[src/sv/rro_pkg.sv]
// Shared types, angle constants and sine table generator for the rotated box overlap test.
`default_nettype none

package rro_pkg;

   localparam int FULL_TURN     = 360;
   localparam int THREE_QUARTER = 270;
   localparam int HALF_TURN     = 180;
   localparam int QUARTER_TURN  = 90;

   localparam int QUEUE_DEPTH = 2;
   localparam int QUEUE_PTR_W = $clog2(QUEUE_DEPTH);
   localparam int QUEUE_CNT_W = $clog2(QUEUE_DEPTH + 1);

   // pi in unsigned Q30
   localparam logic [63:0] PI_Q30 = 64'd3373259426;

   // Taylor series divisors (2k)(2k+1) for k = 1..8
   localparam logic [8:0] TAYLOR_DIV [1:8] = '{9'd6, 9'd20, 9'd42, 9'd72,
                                              9'd110, 9'd156, 9'd210, 9'd272};

   typedef struct packed {
      logic [6:0] idx;
      logic       neg;
   } fold_type;

   typedef enum logic [1:0] {
      ORI_COLIN = 2'd0,
      ORI_CW    = 2'd1,
      ORI_CCW   = 2'd2
   } orient_type;

   // Sine magnitude of a first-quadrant angle, rounded to frac fractional bits.
   // Evaluated at elaboration only, to fill a constant table.
   function automatic logic [63:0] sin_mag(input logic [6:0] deg, input int frac);
      logic [63:0] x;
      logic [63:0] x2;
      logic [63:0] term;
      logic [63:0] sum;
      int          k;
      x    = (64'(deg) * PI_Q30) / 64'd180;
      x2   = (x * x) >> 30;
      term = x;
      sum  = x;
      for (k = 1; k <= 8; k++) begin
         term = ((term * x2) >> 30) / 64'(TAYLOR_DIV[k]);
         if (k[0]) begin
            sum = sum - term;
         end else begin
            sum = sum + term;
         end
      end
      return (sum + (64'd1 << (29 - frac))) >> (30 - frac);
   endfunction

endpackage

`default_nettype wire

[src/sv/rro_back.sv]
// Back end: rotated corners, edge orientation tests, fallback extents check, result register.
`default_nettype none

module rro_back #(
   parameter int COORD_BITS     = 16,
   parameter int TRIG_FRAC_BITS = 14
) (
   input  wire logic                               clock,
   input  wire logic                               reset,
   input  wire logic                               in_valid,
   output logic                                    in_ready,
   input  wire logic signed [COORD_BITS-1:0]       a_left,
   input  wire logic signed [COORD_BITS-1:0]       a_top,
   input  wire logic [11:0]                        a_width,
   input  wire logic [11:0]                        a_height,
   input  wire logic signed [TRIG_FRAC_BITS+1:0]   a_sin,
   input  wire logic signed [TRIG_FRAC_BITS+1:0]   a_cos,
   input  wire logic signed [COORD_BITS-1:0]       b_left,
   input  wire logic signed [COORD_BITS-1:0]       b_top,
   input  wire logic [11:0]                        b_width,
   input  wire logic [11:0]                        b_height,
   input  wire logic signed [TRIG_FRAC_BITS+1:0]   b_sin,
   input  wire logic signed [TRIG_FRAC_BITS+1:0]   b_cos,
   output logic                                    rsp_valid,
   input  wire logic                               rsp_ready,
   output logic                                    rsp_overlap,
   output logic                                    rsp_edge_crossing
);
   import rro_pkg::*;

   localparam int C = COORD_BITS;
   localparam int F = TRIG_FRAC_BITS;
   localparam int T = F + 2;
   localparam int R = T + 13;
   localparam int P = ((C > 14) ? C : 14) + F + 1;
   localparam int D = P + 1;
   localparam int M = 2 * D;
   localparam int V = M + 1;
   localparam int E = ((C > 13) ? C : 13) + 1;
   localparam logic signed [V-1:0] UNIT = V'(1) <<< (2 * F);

   logic adv;

   // stage 1: corners and fallback
   logic signed [C-1:0]  left [2];
   logic signed [C-1:0]  top [2];
   logic [11:0]          wid [2];
   logic [11:0]          hgt [2];
   logic signed [T-1:0]  sn [2];
   logic signed [T-1:0]  cs [2];
   logic signed [R-1:0]  wc [2];
   logic signed [R-1:0]  ws [2];
   logic signed [R-1:0]  hc [2];
   logic signed [R-1:0]  hs [2];
   logic signed [P-1:0]  lf [2];
   logic signed [P-1:0]  tf [2];
   logic signed [E-1:0]  el [2];
   logic signed [E-1:0]  et [2];
   logic signed [E-1:0]  er [2];
   logic signed [E-1:0]  eb [2];
   logic signed [P-1:0]  cx_in [2][4];
   logic signed [P-1:0]  cy_in [2][4];
   logic signed [P-1:0]  cx_ff [2][4];
   logic signed [P-1:0]  cy_ff [2][4];
   logic                 fb_in, fb1_ff, fb2_ff, fb3_ff;
   logic                 v1_ff, v2_ff, v3_ff;

   // stage 2: orientation products and on-segment flags
   logic signed [D-1:0]  dqy [2][4][4];
   logic signed [D-1:0]  drx [2][4][4];
   logic signed [D-1:0]  dqx [2][4][4];
   logic signed [D-1:0]  dry [2][4][4];
   logic signed [M-1:0]  m1_in [2][4][4];
   logic signed [M-1:0]  m2_in [2][4][4];
   logic signed [M-1:0]  m1_ff [2][4][4];
   logic signed [M-1:0]  m2_ff [2][4][4];
   logic                 on_in [2][4][4];
   logic                 on2_ff [2][4][4];
   logic                 on3_ff [2][4][4];

   // stage 3: orientation codes
   logic signed [V-1:0]  ov [2][4][4];
   orient_type           ori_in [2][4][4];
   orient_type           ori_ff [2][4][4];

   // stage 4: edge pair decision
   logic                 cross_any;
   logic                 out_valid_ff;
   logic                 overlap_ff, overlap_in;
   logic                 edge_ff;

   function automatic logic inside_pair(
      input logic signed [E-1:0] al, input logic signed [E-1:0] at,
      input logic signed [E-1:0] ar, input logic signed [E-1:0] ab,
      input logic signed [E-1:0] bl, input logic signed [E-1:0] bt,
      input logic signed [E-1:0] br, input logic signed [E-1:0] bb);
      logic rx;
      logic lx;
      logic by;
      logic ty;
      rx = (ar >= bl) && (ar <= br);
      lx = (al <= br) && (al >= bl);
      by = (ab <= bb) && (ab >= bt);
      ty = (at >= bt) && (at <= bb);
      return (rx || lx) && (by || ty);
   endfunction

   assign adv      = !out_valid_ff || rsp_ready;
   assign in_ready = adv;

   always_comb begin
      left[0] = a_left;  top[0] = a_top;  wid[0] = a_width;  hgt[0] = a_height;
      sn[0]   = a_sin;   cs[0]  = a_cos;
      left[1] = b_left;  top[1] = b_top;  wid[1] = b_width;  hgt[1] = b_height;
      sn[1]   = b_sin;   cs[1]  = b_cos;
      for (int k = 0; k < 2; k++) begin
         wc[k] = $signed({1'b0, wid[k]}) * cs[k];
         ws[k] = $signed({1'b0, wid[k]}) * sn[k];
         hc[k] = $signed({1'b0, hgt[k]}) * cs[k];
         hs[k] = $signed({1'b0, hgt[k]}) * sn[k];
         lf[k] = P'(left[k]) <<< F;
         tf[k] = P'(top[k]) <<< F;
         cx_in[k][0] = lf[k];
         cy_in[k][0] = tf[k];
         cx_in[k][1] = lf[k] + P'(wc[k]);
         cy_in[k][1] = tf[k] + P'(ws[k]);
         cx_in[k][2] = lf[k] + P'(wc[k]) - P'(hs[k]);
         cy_in[k][2] = tf[k] + P'(ws[k]) + P'(hc[k]);
         cx_in[k][3] = lf[k] - P'(hs[k]);
         cy_in[k][3] = tf[k] + P'(hc[k]);
         el[k] = E'(left[k]);
         et[k] = E'(top[k]);
         er[k] = el[k] + $signed(E'(wid[k]));
         eb[k] = et[k] + $signed(E'(hgt[k]));
      end
      fb_in = inside_pair(el[0], et[0], er[0], eb[0], el[1], et[1], er[1], eb[1]) ||
              inside_pair(el[1], et[1], er[1], eb[1], el[0], et[0], er[0], eb[0]);
   end

   // edge i of box e runs from corner i to corner i+1; r is corner j of the other box
   always_comb begin
      for (int e = 0; e < 2; e++) begin
         for (int i = 0; i < 4; i++) begin
            for (int j = 0; j < 4; j++) begin
               dqy[e][i][j] = D'(cy_ff[e][2'(i + 1)]) - D'(cy_ff[e][i]);
               drx[e][i][j] = D'(cx_ff[1 - e][j]) - D'(cx_ff[e][2'(i + 1)]);
               dqx[e][i][j] = D'(cx_ff[e][2'(i + 1)]) - D'(cx_ff[e][i]);
               dry[e][i][j] = D'(cy_ff[1 - e][j]) - D'(cy_ff[e][2'(i + 1)]);
               m1_in[e][i][j] = dqy[e][i][j] * drx[e][i][j];
               m2_in[e][i][j] = dqx[e][i][j] * dry[e][i][j];
               on_in[e][i][j] =
                  ((cx_ff[1 - e][j] <= cx_ff[e][i]) || (cx_ff[1 - e][j] <= cx_ff[e][2'(i + 1)])) &&
                  ((cx_ff[1 - e][j] >= cx_ff[e][i]) || (cx_ff[1 - e][j] >= cx_ff[e][2'(i + 1)])) &&
                  ((cy_ff[1 - e][j] <= cy_ff[e][i]) || (cy_ff[1 - e][j] <= cy_ff[e][2'(i + 1)])) &&
                  ((cy_ff[1 - e][j] >= cy_ff[e][i]) || (cy_ff[1 - e][j] >= cy_ff[e][2'(i + 1)]));
            end
         end
      end
   end

   // truncate toward zero: anything under one whole unit is colinear
   always_comb begin
      for (int e = 0; e < 2; e++) begin
         for (int i = 0; i < 4; i++) begin
            for (int j = 0; j < 4; j++) begin
               ov[e][i][j] = V'(m1_ff[e][i][j]) - V'(m2_ff[e][i][j]);
               if ((ov[e][i][j] > -UNIT) && (ov[e][i][j] < UNIT)) begin
                  ori_in[e][i][j] = ORI_COLIN;
               end else if (ov[e][i][j] < 0) begin
                  ori_in[e][i][j] = ORI_CCW;
               end else begin
                  ori_in[e][i][j] = ORI_CW;
               end
            end
         end
      end
   end

   always_comb begin
      cross_any = 1'b0;
      for (int i = 0; i < 4; i++) begin
         for (int j = 0; j < 4; j++) begin
            if (((ori_ff[0][i][j] != ori_ff[0][i][2'(j + 1)]) &&
                 (ori_ff[1][j][i] != ori_ff[1][j][2'(i + 1)])) ||
                ((ori_ff[0][i][j] == ORI_COLIN) && on3_ff[0][i][j]) ||
                ((ori_ff[0][i][2'(j + 1)] == ORI_COLIN) && on3_ff[0][i][2'(j + 1)]) ||
                ((ori_ff[1][j][i] == ORI_COLIN) && on3_ff[1][j][i]) ||
                ((ori_ff[1][j][2'(i + 1)] == ORI_COLIN) && on3_ff[1][j][2'(i + 1)])) begin
               cross_any = 1'b1;
            end
         end
      end
      overlap_in = cross_any || fb3_ff;
   end

   always_ff @(posedge clock) begin
      if (reset) begin
         v1_ff        <= 1'b0;
         v2_ff        <= 1'b0;
         v3_ff        <= 1'b0;
         out_valid_ff <= 1'b0;
      end else if (adv) begin
         v1_ff        <= in_valid;
         v2_ff        <= v1_ff;
         v3_ff        <= v2_ff;
         out_valid_ff <= v3_ff;
      end
   end

   // hold every stage while the result waits
   always_ff @(posedge clock) begin
      if (adv) begin
         cx_ff      <= cx_in;
         cy_ff      <= cy_in;
         fb1_ff     <= fb_in;
         m1_ff      <= m1_in;
         m2_ff      <= m2_in;
         on2_ff     <= on_in;
         fb2_ff     <= fb1_ff;
         ori_ff     <= ori_in;
         on3_ff     <= on2_ff;
         fb3_ff     <= fb2_ff;
         overlap_ff <= overlap_in;
         edge_ff    <= cross_any;
      end
   end

   assign rsp_valid         = out_valid_ff;
   assign rsp_overlap       = overlap_ff;
   assign rsp_edge_crossing = edge_ff;

endmodule

`default_nettype wire

[config.mk]
export PLATFORM = sky130hd
export DESIGN_NAME = rro_back
export DESIGN_NICKNAME = d
export VERILOG_FILES = /design/src/sv/rro_pkg.sv /design/src/sv/rro_back.sv
export SDC_FILE = /design/constraint.sdc
export NUM_CORES = 1
export LEC_CHECK = 0
export CAP_MARGIN = 15
export CELL_PAD_IN_SITES_DETAIL_PLACEMENT = 1
export CELL_PAD_IN_SITES_GLOBAL_PLACEMENT = 1
export CORE_AREA = 2 2 70 72
export CTS_CLUSTER_DIAMETER = 60
export DETAILED_ROUTE_END_ITERATION = 16
export DIE_AREA = 0 0 72 74
export DONT_BUFFER_PORTS = 1
export PLACE_DENSITY = 0.35
export SETUP_SLACK_MARGIN = 0.3
export SYNTH_ARGS = -nofsm -noshare
export SYNTH_HDL_FRONTEND = slang
export SYNTH_SLANG_ARGS = --single-unit
[constraint.sdc]
create_clock -name clock -period 1.3 [get_ports clock]
set_clock_uncertainty 0.15 [all_clocks]
set_input_delay 0.13 -clock clock [delete_from_list [all_inputs] [get_ports clock]]
set_output_delay 0.13 -clock clock [all_outputs]
set_load 0.02 [all_outputs]
==> results.md <==
- Standard-cell rows: 25
- Antenna-violating nets left: 0
- Mux contribution to synthesized area: 0.111
- Post-synthesis compound-gate area fraction: 0.0556
- CTS Buffer Depth: 2
- CTS buffer count: 3
- Crit Path Category: flop to primary output
- Worst-skew pair later-pin latency: 220 ps
- Nets: roughly 200
- Boundary pin count: 184
- Vias in the first global route: about 150
- Hold WS: -15.9 ps
- Share of layout cells above drive strength 1: 0.320
- Crit path required time: 1020 ps
- Register area: between 80 and 90 um^2
- Max Freq: around 0.88 GHz
- R2r setup slk: about 200 ps
- Seq/Total Area, Yosys: 0.444
- Filler cells: roughly 530
- XOR/XNOR Fraction of Synth Area: 0
- Root Buffer: clkbuf_8
- Initial antenna violation count: 0
- Drt pass-1 iters: 1
- Status: finished, violations left
- Drt drc: 0
- Clk sinks: 4
- HP Class: input port to flop
- Crit-path max FO: 3
- Slew Limit Fails: 0
- Chip height: about 74 um
- WL/cell: roughly 4.8 um
- Final setup violation count: 0
- Multi-input gate area: 88.8 um^2
- TNS Setup: 0 ps
- Synth Area in Adders: 0
- Largest family of logic cells by synthesized area: simple AND/OR/NAND/NOR gates
- Synth Cell Area: roughly 180 um^2
- Final Hold Vio Count: 1
- Drt total wl: about 380 um
- Total GRT Usage: 0.0170
- Starting Density: 0.0392
- Synth area leaders: dfxtp_1 44%, mux2i_1 11%, nand2b_1 10%
- PwrDens: ~1300 mW/mm^2
- CP endpoint kind: primary output
- Gpl congestion: 0.635
- Synth warn: 0
- Pin count of the biggest net entering global routing: 6
- Antenna Cells: 0
- Die width: about 72 um
- Synth-to-Final Area Change: 86.1%
- CTS tree: built
- MaxCap Viol Count: 0
- H-tree depth: 1
- Synth Register Bits: 4
- Hpwl dp: approximately 240 um
- Biggest area consumer among synthesized cells: dfxtp_1
- Fin crit share: 0.874
- RSZ-0062 raised after global routing: true
- Overall power: 0.000439 W
- Die ar.: approximately 0.0053 mm^2
- Synth Area per Inst: 10.0 um^2
- Share of the synthesized area in the top cell type: 0.444
- Clk pin slew, worst setup/hold paths: 30 ps
- Vias: approximately 150
- Post-Synthesis Cells: 18
- Failing checks: negative hold slack
- Worst vdd ir: 0.000498 V
- Post-synth cell types: 11
- Static Leakage: 0.123 nW
- Global route total overflow: 0
- Port Buf Inserts: 0
- Core Area: about 0.0046 mm^2
- Min Tclk post-route: ~1100 ps
- Worst setup SP type: flop
- Initial DRC Count: 0
- CP arrival: around 860 ps
- Vias per cell: roughly 1.9
- Global-route wire length before repair: 565 um
- Post-Synth Simple-Gate Area: 0.243
[critical path, stage by stage (launching register included)]
cell     delay (ps)
dfxtp_4         380
nor2b_4         180
inv_4            70
[metal layers]
metal	wire, um	GRT usage
met4	28	0.0377
met5	0	0
met3	43	0.0108
met2	193	0.0247
met1	111	0.00814
[power breakdown]
group / leakage [nW] / switching [W] / internal, W
clock: 0.0228 / 0.0000707 / 0.000210
combinational: 0.0670 / 0.0000125 / 0.0000148
sequential: 0.0336 / 0.00000398 / 0.000127
total: 0.123 / 0.0000872 / 0.000352
[final timing paths]
check / from / end / depth (start not counted)
worst max-delay path: rsp_valid / in_ready / 2
worst min-delay path: rsp_ready / rsp_valid / 3
worst max register to register: rsp_valid / v2_ff / 3
worst min register to register: v3_ff / rsp_valid / 2
[cells in the mapped netlist]
cell type  number
a21oi_1         1
inv_1           1
inv_2           1
mux2i_1         2
buf_4           2
nor2b_4         1
nand2b_1        3
conb_1          1
nand4bb_1       1
o21ai_1         1
dfxtp_1         4
[kinds of logic after synthesis]
kind of cell / Yosys count
other: 1
flip-flops: 4
AND/OR/NAND/NOR: 5
buffers and inverters: 4
multiplexers: 2
AO/OA/AOI/OAI: 2
[area by class of cell]
cell class	count	area share
repair buffers	4	0.119
inverters	2	0.0299
flip-flops and latches	4	0.250
multi-input cells	11	0.265
well taps	54	0.201
clock buffers	4	0.134
[what timing repair did]
item                                    in CTS  in global routing
buffers inserted                             1                  0
hold endpoints to repair                     4                  1
pin swaps                                    0                  0
hold buffers                                 2                  1
endpoints found under the setup margin       4                  5
resized for setup                            0                  2
[state kept, by name (all words and copies together) (netlist names)]
signal / count
rsp_valid: 1
v1_ff: 1
v3_ff: 1
v2_ff: 1
[metrics by stage]
step	setup slack, ps	cell area [um^2]	util	instances
floorplan	301	190	-	19
global placement	258	243	0.0528	71
detailed placement	264	243	0.0528	71
CTS	153	315	0.0686	78
global route	130	335	0.0729	79
finish	164	335	0.0729	79
[placed cells by master, fill, tap and decap left out, types with 2 or more instances in the layout]
| cell | instances |
|---|---|
| clkbuf_8 | 3 |
| conb_1 | 2 |
| dfxtp_1 | 3 |
| dlygate4sd3_1 | 2 |
| mux2i_1 | 2 |
| nand2b_1 | 2 |
Note: power is estimated with default switching activity, not from simulation.
